--- src/rtl/hsfc_pkg.sv ---
// Shared constants and types for the half/single converter
package hsfc_pkg;
    localparam int WORD_W = 32;

    localparam logic CMD_H2S = 1'b0;
    localparam logic CMD_S2H = 1'b1;

    typedef logic [WORD_W-1:0] t_word;
endpackage

--- src/rtl/hsfc_convert.sv ---
// Combinational half<->single bit-pattern conversion
module hsfc_convert (
    input  logic          i_cmd,
    input  hsfc_pkg::t_word i_src,
    output hsfc_pkg::t_word o_res
);
    import hsfc_pkg::*;

    logic        h_s;
    logic [4:0]  h_e;
    logic [9:0]  h_m;
    logic [3:0]  h_p;
    logic [7:0]  h2s_e;
    logic [22:0] h2s_m;
    logic [9:0]  h_mn;

    logic        f_s;
    logic [7:0]  f_e;
    logic [22:0] f_m;
    logic [4:0]  s2h_e;
    logic [9:0]  s2h_m;
    logic [23:0] f_full;
    logic [4:0]  f_sh;

    // leading-one position of a half denormal mantissa
    always_comb begin
        h_p = 4'd0;
        for (int i = 0; i < 10; i++) begin
            if (h_m[i]) begin
                h_p = 4'(i);
            end
        end
    end

    assign h_s = i_src[15];
    assign h_e = i_src[14:10];
    assign h_m = i_src[9:0];
    assign h_mn = h_m << (4'd10 - h_p);

    always_comb begin
        if (h_e == 5'd0) begin
            if (h_m == 10'd0) begin
                h2s_e = 8'd0;
                h2s_m = 23'd0;
            end else begin
                h2s_e = 8'(h_p) + 8'd103;
                h2s_m = {h_mn, 13'd0};
            end
        end else if (h_e == 5'd31) begin
            h2s_e = 8'hff;
            h2s_m = {22'd0, h_m != 10'd0};
        end else begin
            h2s_e = 8'(h_e) + 8'd112;
            h2s_m = {h_m, 13'd0};
        end
    end

    assign f_s = i_src[31];
    assign f_e = i_src[30:23];
    assign f_m = i_src[22:0];
    assign f_full = {1'b1, f_m};
    // shift 14..23 for exponent fields 103..112
    assign f_sh = 5'd14 + 5'(8'd112 - f_e);

    always_comb begin
        if (f_e == 8'd0 || f_e < 8'd103) begin
            s2h_e = 5'd0;
            s2h_m = 10'd0;
        end else if (f_e == 8'hff) begin
            s2h_e = 5'd31;
            s2h_m = {9'd0, f_m != 23'd0};
        end else if (f_e < 8'd113) begin
            s2h_e = 5'd0;
            s2h_m = 10'(f_full >> f_sh);
        end else if (f_e > 8'd142) begin
            s2h_e = 5'd31;
            s2h_m = 10'd0;
        end else begin
            s2h_e = 5'(f_e - 8'd112);
            s2h_m = f_m[22:13];
        end
    end

    assign o_res = (i_cmd == CMD_H2S) ? {h_s, h2s_e, h2s_m}
                                      : {16'd0, f_s, s2h_e, s2h_m};
endmodule

--- src/rtl/half_single_float_converter.sv ---
// Top level: registered half/single float converter
//  channel | signals                               | dir
//  in      | i_valid, o_stall, i_command, i_operand_bits | sink
//  out     | o_valid, i_stall, o_result_bits        | source
// One word per cycle while i_stall does not hold a result; o_valid rises in the cycle after input acceptance.
// The single result register behind the conversion logic holds the result.
// Synchronous active-low reset clears o_valid only.
// o_stall follows i_stall only while a result is held.
module half_single_float_converter (
    input  logic            i_clk,
    input  logic            i_rst_n,
    input  logic            i_valid,
    output logic            o_stall,
    input  logic            i_command,
    input  hsfc_pkg::t_word i_operand_bits,
    output logic            o_valid,
    input  logic            i_stall,
    output hsfc_pkg::t_word o_result_bits
);
    import hsfc_pkg::*;

    t_word r_res;
    t_word n_res;
    logic  r_valid;
    logic  w_load;

    hsfc_convert u_conv (
        .i_cmd (i_command),
        .i_src (i_operand_bits),
        .o_res (n_res)
    );

    assign o_stall = r_valid && i_stall;
    assign w_load  = i_valid && !o_stall;

    always_ff @(posedge i_clk) begin
        if (!i_rst_n) begin
            r_valid <= 1'b0;
        end else if (!o_stall) begin
            r_valid <= i_valid;
        end
        if (w_load) begin
            r_res <= n_res;
        end
    end

    assign o_valid       = r_valid;
    assign o_result_bits = r_res;
endmodule

--- config.mk ---
export PLATFORM = sky130hd
export DESIGN_NAME = half_single_float_converter
export DESIGN_NICKNAME = d
export VERILOG_FILES = /design/src/rtl/hsfc_pkg.sv /design/src/rtl/hsfc_convert.sv /design/src/rtl/half_single_float_converter.sv
export SDC_FILE = /design/constraint.sdc
export NUM_CORES = 1
export LEC_CHECK = 0
export ABC_AREA = 1
export BUFFER_PORTS_ARGS = -buffer_cell sky130_fd_sc_hd__buf_4
export CAP_MARGIN = 20
export CORE_UTILIZATION = 42
export DETAILED_ROUTE_END_ITERATION = 16
export HOLD_SLACK_MARGIN = 0.06
export SLEW_MARGIN = 40
export SYNTH_ARGS = -nofsm -noshare
export SYNTH_HDL_FRONTEND = slang
export SYNTH_SLANG_ARGS = --single-unit
--- constraint.sdc ---
create_clock -name i_clk -period 3.3 [get_ports i_clk]
set_clock_uncertainty 0.05 [all_clocks]
set_input_delay 0.495 -clock i_clk [delete_from_list [all_inputs] [get_ports i_clk]]
set_output_delay 0.495 -clock i_clk [all_outputs]
set_load 0.005 [all_outputs]
==> results of run 1 <==
[registers in the layout, summed over array words and instances, names as in the netlist]
name and flops:
o_result_bits 31, o_valid 1
[cells in the final DEF (no fill, tap or decap), drive strengths merged, types with 2 or more instances in the layout]
cell,instances
o21ai,49
or2,4
edfxtp,31
nand2,149
o211ai,7
nor4,3
nor3,7
inv,45
clkinv,2
a31oi,8
clkbuf,5
o31ai,2
nand3,69
a21oi,31
ha,7
buf,81
xor2,3
nor2,24
[worst reg2reg max path, cell delays in order (launching register included)]
cell     delay [ps]
dfxtp_1         320
nand2_1          70
inv_1            60
nor2_2           70
buf_4           360
[cell type report]
type                            count  share of cell area (%)
Sequential cell                    32                   24.64
Clock inverter                      3                   1.102
Inverter                           46                   4.475
Timing Repair Buffer               81                   15.76
Tap cell                           99                   3.210
Clock buffer                        5                   1.783
Multi-Input combinational cell    371                   49.03
[cell families after synthesis]
logic type | after synthesis
adder cells (fa/ha/maj) | 7
multiplexers | 1
flip-flops | 32
AO/OA/AOI/OAI | 101
AND/OR/NAND/NOR | 258
buffers and inverters | 66
XOR/XNOR | 4
[power by group]
group | total (mW) | switching (mW) | leakage, nW | internal, mW
Combinational | 0.464 | 0.287 | 1.40 | 0.177
Clock | 0.380 | 0.157 | 0.0541 | 0.223
Sequential | 0.488 | 0.00855 | 0.317 | 0.480
Total | 1.33 | 0.453 | 1.77 | 0.880
[worst max-delay path by stage]
stage	start	to	slack (ps)	cells after the start
after detailed placement	i_operand_bits[3]	o_result_bits[21]	440	17
after global routing	i_operand_bits[3]	o_result_bits[14]	520	16
after floorplan	i_operand_bits[3]	o_result_bits[21]	780	18
after global placement	i_operand_bits[3]	o_result_bits[14]	470	16
final	i_operand_bits[3]	o_result_bits[14]	720	16
after CTS	i_operand_bits[3]	o_result_bits[14]	740	16
[per-layer routing]
layer,global-route usage (%),vias up
li1,-,1724
met1,39.61,1544
met2,38.11,128
met3,4.011,11
met4,8.065,0
met5,0,-
==> results.py, run 1 <==
metrics = {
    "hold_path": {
        "hold_end": "o_valid",
        "holdPathStages": 2,
        "hp-start": "i_rst_n",
        "hold_class": "primary input to flop",
    },
    "global_route": {
        "grt_max_degree": 47,
        "first_global_vias": 3039,
        "antenna_found_initial": 0,
        "grt_usage_pct": 26.21,
        "overflow": 0,
        "grt_pass1_wl_um": 15770,
    },
    "layout": {
        "diodes": 0,
        "nNetsFinal": 581,
        "fillers": 768,
        "fin_util_pct": 53.49,
        "syn2layout_area_growth_pct": 23.41,
        "multi_input_area_um2": 1892,
        "final_area_um2": 3859,
        "drive_above_1_share_pct": 22.12,
        "seqCellArea_um2": 950.9,
        "layout.cells.non_filler": 637,
    },
    "synthesis": {
        "yosys.area.top_type_share_pct": 29.77,
        "yosysWarnings": 0,
        "yosysMostFrequentCell": "nand2_1",
        "synth.yosys.seq_area_share_pct": 30.41,
        "dominantRegCellSynth": "edfxtp_1",
        "synth_area_leaders": "edfxtp_1 30%, nand2_1 16%, nand3_1 11%",
        "synth_compound_area_share_pct": 17.89,
        "synth-adder-area-share_pct": 2.801,
        "synth-edff-count": 31,
        "synthDistinctLibCells": 43,
        "syn_inst": 469,
        "synthArstFlopShare_pct": 0,
        "avgSynthCellArea_um2": 6.667,
        "synth_commonest_cells": "136 x nand2_1, 68 x nand3_1, 46 x o21ai_0",
        "synthSimpleGateAreaFrac_pct": 37.45,
        "ys_ff_latch": 32,
        "synth_top_family_by_area": "simple AND/OR/NAND/NOR gates",
        "synth_nets": 513,
        "synth-xor-area-share_pct": 1.961,
        "synth_mux_area_share_pct": 0.3201,
        "yosysTopAreaCell": "edfxtp_1",
        "syn-cell-area_um2": 3127,
    },
    "critical_path": {
        "critPathKind": "primary input to flop",
        "regToRegSetupSlack_ps": 2020,
        "cp_max_fo": 11,
        "critical_path_required_ps": 3410,
        "cpMostUsedCell": "nand2_1",
        "reg2reg_to": "o_result_bits[8]",
        "cp-start-kind": "primary input",
        "slowest_stage": "ha_1",
        "worst_setup_path_end_kind": "flop",
        "path_cells": "buf_4 -> inv_1 -> nand2_1 -> nand2_1 -> nand2_1 -> nand2_2 -> nand2_4 -> nand2_4 -> inv_1 -> ha_1 -> clkinv_1 -> nor2_1 -> nand2_1 -> o21ai_0 -> nand2_1 -> nand2_1",
        "critical_path.max_stage_delay_ps": 300,
        "rr_worst_depth": 4,
        "critical_path.top_delay_family": "simple AND/OR/NAND/NOR gates",
        "path_buf_inv": 4,
        "cp_data_arrival_time_ps": 2690,
        "timing.rr.start": "o_valid",
    },
    "job": {
        "maxCapViolCount": 0,
    },
    "power_and_ir_drop": {
        "ir_worst_vdd_mv": 0.1486,
        "totalPowerFinal_mw": 1.332,
        "leakage_nw": 1.767,
        "powerDensity_nw_per_um2": 345.3,
    },
    "sta": {
        "rsz0062_at_grt": "no",
        "hold_violations": 0,
        "maxSlewViolCount": 0,
        "fin_crit_sh_pct": 78.15,
        "worst_slew_pin_slew_ps": 469.8,
        "setup_viol": 0,
        "max_slew_margin_pct": 68.44,
        "worst_hold_slack_ps": 415.4,
        "fin_crit_ps": 2579,
        "worst_slack_ps": 721.1,
        "finalSetupTns_ps": 0,
        "clock.fmax_mhz": 387.8,
    },
    "place": {
        "gp_congestion": 0.9353,
        "dpl_cell_area_um2": 3747,
        "place_inst": 629,
        "place_hpwl_um": 7602,
        "pre_cts_ws_ps": 442.3,
        "port_buffers": 70,
    },
    "die": {
        "core_area_um2": 7214,
        "die_x_um": 88.28,
        "io_pins": 71,
        "die_h_um": 88.28,
        "rows": 31,
        "start_util_pct": 43.34,
        "dieArea_um2": 7793,
    },
    "clock_network": {
        "cts_hold_buf": 0,
        "cts_root_buffer": "clkbuf_8",
        "h-tree-depth": 2,
        "insertion_delay_ps": 290,
        "cts_tree": "built",
        "cts.clk_slew.worst_paths_ps": 70,
        "cts_buffer_depth": 2,
        "cts.sinks": 32,
        "ctsResizeCount": 0,
        "cts_buffers": 5,
        "post_cts_buffers": 0,
    },
    "run_status": {
        "status": "completed",
    },
    "detailed_routing": {
        "first_pass_iters": 6,
        "met2WireLength_um": 4261,
        "wirelength_um": 9732,
        "num_vias": 3407,
        "wl_per_cell_um": 15.28,
        "met1_length_um": 4733,
        "top_layer": "met4",
        "drt_iter0_markers": 338,
        "wl_met3_um": 621,
        "drc": 0,
        "ant_nets": 0,
        "viasPerCell": 5.349,
    },
}
Power figures use the tool's default switching activity.
==> run 2, diff against run 1 <==
clock period = 2.5 ns   (was 3.3 ns; I/O delays follow)
==> run 2 against run 1 <==
- first-iteration DRC count is 18% lower
- sequential cell count stayed put
- combinational power is 36% higher
- hold slack worse by 120 ps
- critical path depth is 2 higher
- power is 33% higher
- count of clock-buffer cells in the layout stayed put
- clock power is 31% higher
- critical path type unchanged
- non-clock buffer count is 9 higher
- routed wire length is 0.33% higher
- final cell count is 1.4% higher
- via count hardly changed
==> results.py, run 2 (same netlist as run 1, synthesis figures left out) <==
metrics = {
    "critical_path": {
        "critical_path_required_ps": 2490,
        "regToRegSetupSlack_ps": 1240,
        "cp-start-kind": "primary input",
        "cp_max_fo": 9,
        "worst_setup_path_end_kind": "flop",
        "cp_data_arrival_time_ps": 2110,
        "critPathKind": "primary input to flop",
    },
    "job": {
        "maxCapViolCount": 0,
    },
    "detailed_routing": {
        "drc": 0,
        "ant_nets": 0,
        "num_vias": 3406,
        "first_pass_iters": 5,
        "wirelength_um": 9764,
        "drt_iter0_markers": 277,
        "wl_per_cell_um": 15.11,
        "viasPerCell": 5.272,
    },
    "place": {
        "place_hpwl_um": 7745,
        "port_buffers": 70,
        "pre_cts_ws_ps": 108.4,
        "gp_congestion": 0.8861,
    },
    "global_route": {
        "overflow": 0,
        "grt_max_degree": 45,
        "grt_usage_pct": 26.05,
        "antenna_found_initial": 0,
        "first_global_vias": 3087,
        "grt_pass1_wl_um": 15650,
    },
    "sta": {
        "fin_crit_ps": 2123,
        "finalSetupTns_ps": 0,
        "worst_slack_ps": 377.0,
        "max_slew_margin_pct": 71.46,
        "maxSlewViolCount": 0,
        "worst_slew_pin_slew_ps": 423.6,
        "setup_viol": 0,
        "rsz0062_at_grt": "no",
        "fin_crit_sh_pct": 84.92,
        "hold_violations": 0,
        "clock.fmax_mhz": 471.0,
    },
    "clock_network": {
        "insertion_delay_ps": 280,
        "h-tree-depth": 2,
        "cts_root_buffer": "clkbuf_8",
        "ctsResizeCount": 0,
        "cts_tree": "built",
        "cts.sinks": 32,
        "cts.clk_slew.worst_paths_ps": 70,
        "post_cts_buffers": 0,
        "cts_buffer_depth": 2,
        "cts_buffers": 5,
        "cts_hold_buf": 0,
    },
    "layout": {
        "fillers": 756,
        "layout_common_cells": "136 x nand2_1, 89 x buf_4, 68 x nand3_1",
        "syn2layout_area_growth_pct": 25.97,
        "diodes": 0,
        "drive_above_1_share_pct": 23.40,
        "seqCellArea_um2": 950.9,
        "nNetsFinal": 590,
        "final_common_cell": "nand2_1",
        "multi_input_area_um2": 1892,
        "largest_register_ff_count": 31,
    },
    "power_and_ir_drop": {
        "ir_worst_vdd_mv": 0.2298,
        "leakage_nw": 1.817,
        "powerDensity_nw_per_um2": 450.0,
    },
    "die": {
        "rows": 31,
        "core_area_um2": 7214,
        "die_h_um": 88.28,
        "io_pins": 71,
        "start_util_pct": 43.34,
        "dieArea_um2": 7793,
        "die_x_um": 88.28,
    },
    "run_status": {
        "status": "completed",
    },
    "hold_path": {
        "hold_class": "primary input to flop",
    },
}
[run 2: cell count changes in the layout (fill, tap and decap cells not counted)]
cell and delta:
buf_4 +8, buf_12 +1
[run 2: final timing paths]
kind,from,to,cells after the start
setup / recovery,i_operand_bits[2],o_result_bits[21],18
hold / removal,i_rst_n,o_valid,2
setup reg to reg,o_valid,o_result_bits[5],4
hold reg to reg,o_valid,o_valid,2
[run 2: worst max-delay path, stage by stage]
cell and delay [ps]:
buf_4 110, inv_2 60, nand2_1 50, nand2_1 40, nand2_1 50, nand2_1 60, nand2_2 70, nand2_4 100
nand2_4 80, inv_1 40, ha_1 290, clkinv_1 210, nor2_1 150, a21oi_1 80, a21oi_1 160, nand2_1 80
nand2_1 70, a21oi_2 50
[run 2: where the power goes]
part / switching, mW / total, mW / internal (mW) / leakage (nW)
combinational: 0.383 / 0.632 / 0.249 / 1.45
clock: 0.203 / 0.498 / 0.295 / 0.0541
sequential: 0.00947 / 0.643 / 0.633 / 0.317
total: 0.596 / 1.77 / 1.18 / 1.82
[run 2: area by class of cell]
| class | instances | share of cell area [%] |
|---|---|---|
| clock buffers | 5 | 1.747 |
| inverters | 46 | 4.384 |
| well taps | 99 | 3.145 |
| flip-flops and latches | 32 | 24.14 |
| clock inverters | 3 | 1.080 |
| multi-input cells | 371 | 48.03 |
| repair buffers | 90 | 17.47 |
[run 2: through the flow]
stage                     total power [mW]  area [um2]  hold slack (ps)  std cells  util (%)
after floorplan                      1.029        3127            429.0        469         -
after global placement               1.281        3827            432.5        638     53.05
after detailed placement             1.281        3827            447.8        638     53.05
after CTS                            1.775        3939            299.9        646     54.60
after global routing                 1.875        3939            307.4        646     54.60
final                                1.772        3939            299.9        646     54.60
[run 2: routing by layer]
metal | part of all wire (%) | GRT usage [%] | vias up
met1 | 49 | 38.26 | 1528
li1 | - | - | 1741
met2 | 43 | 40.14 | 119
met3 | 4.8 | 2.519 | 18
met4 | 2.3 | 8.504 | 0
met5 | 0 | 0 | -
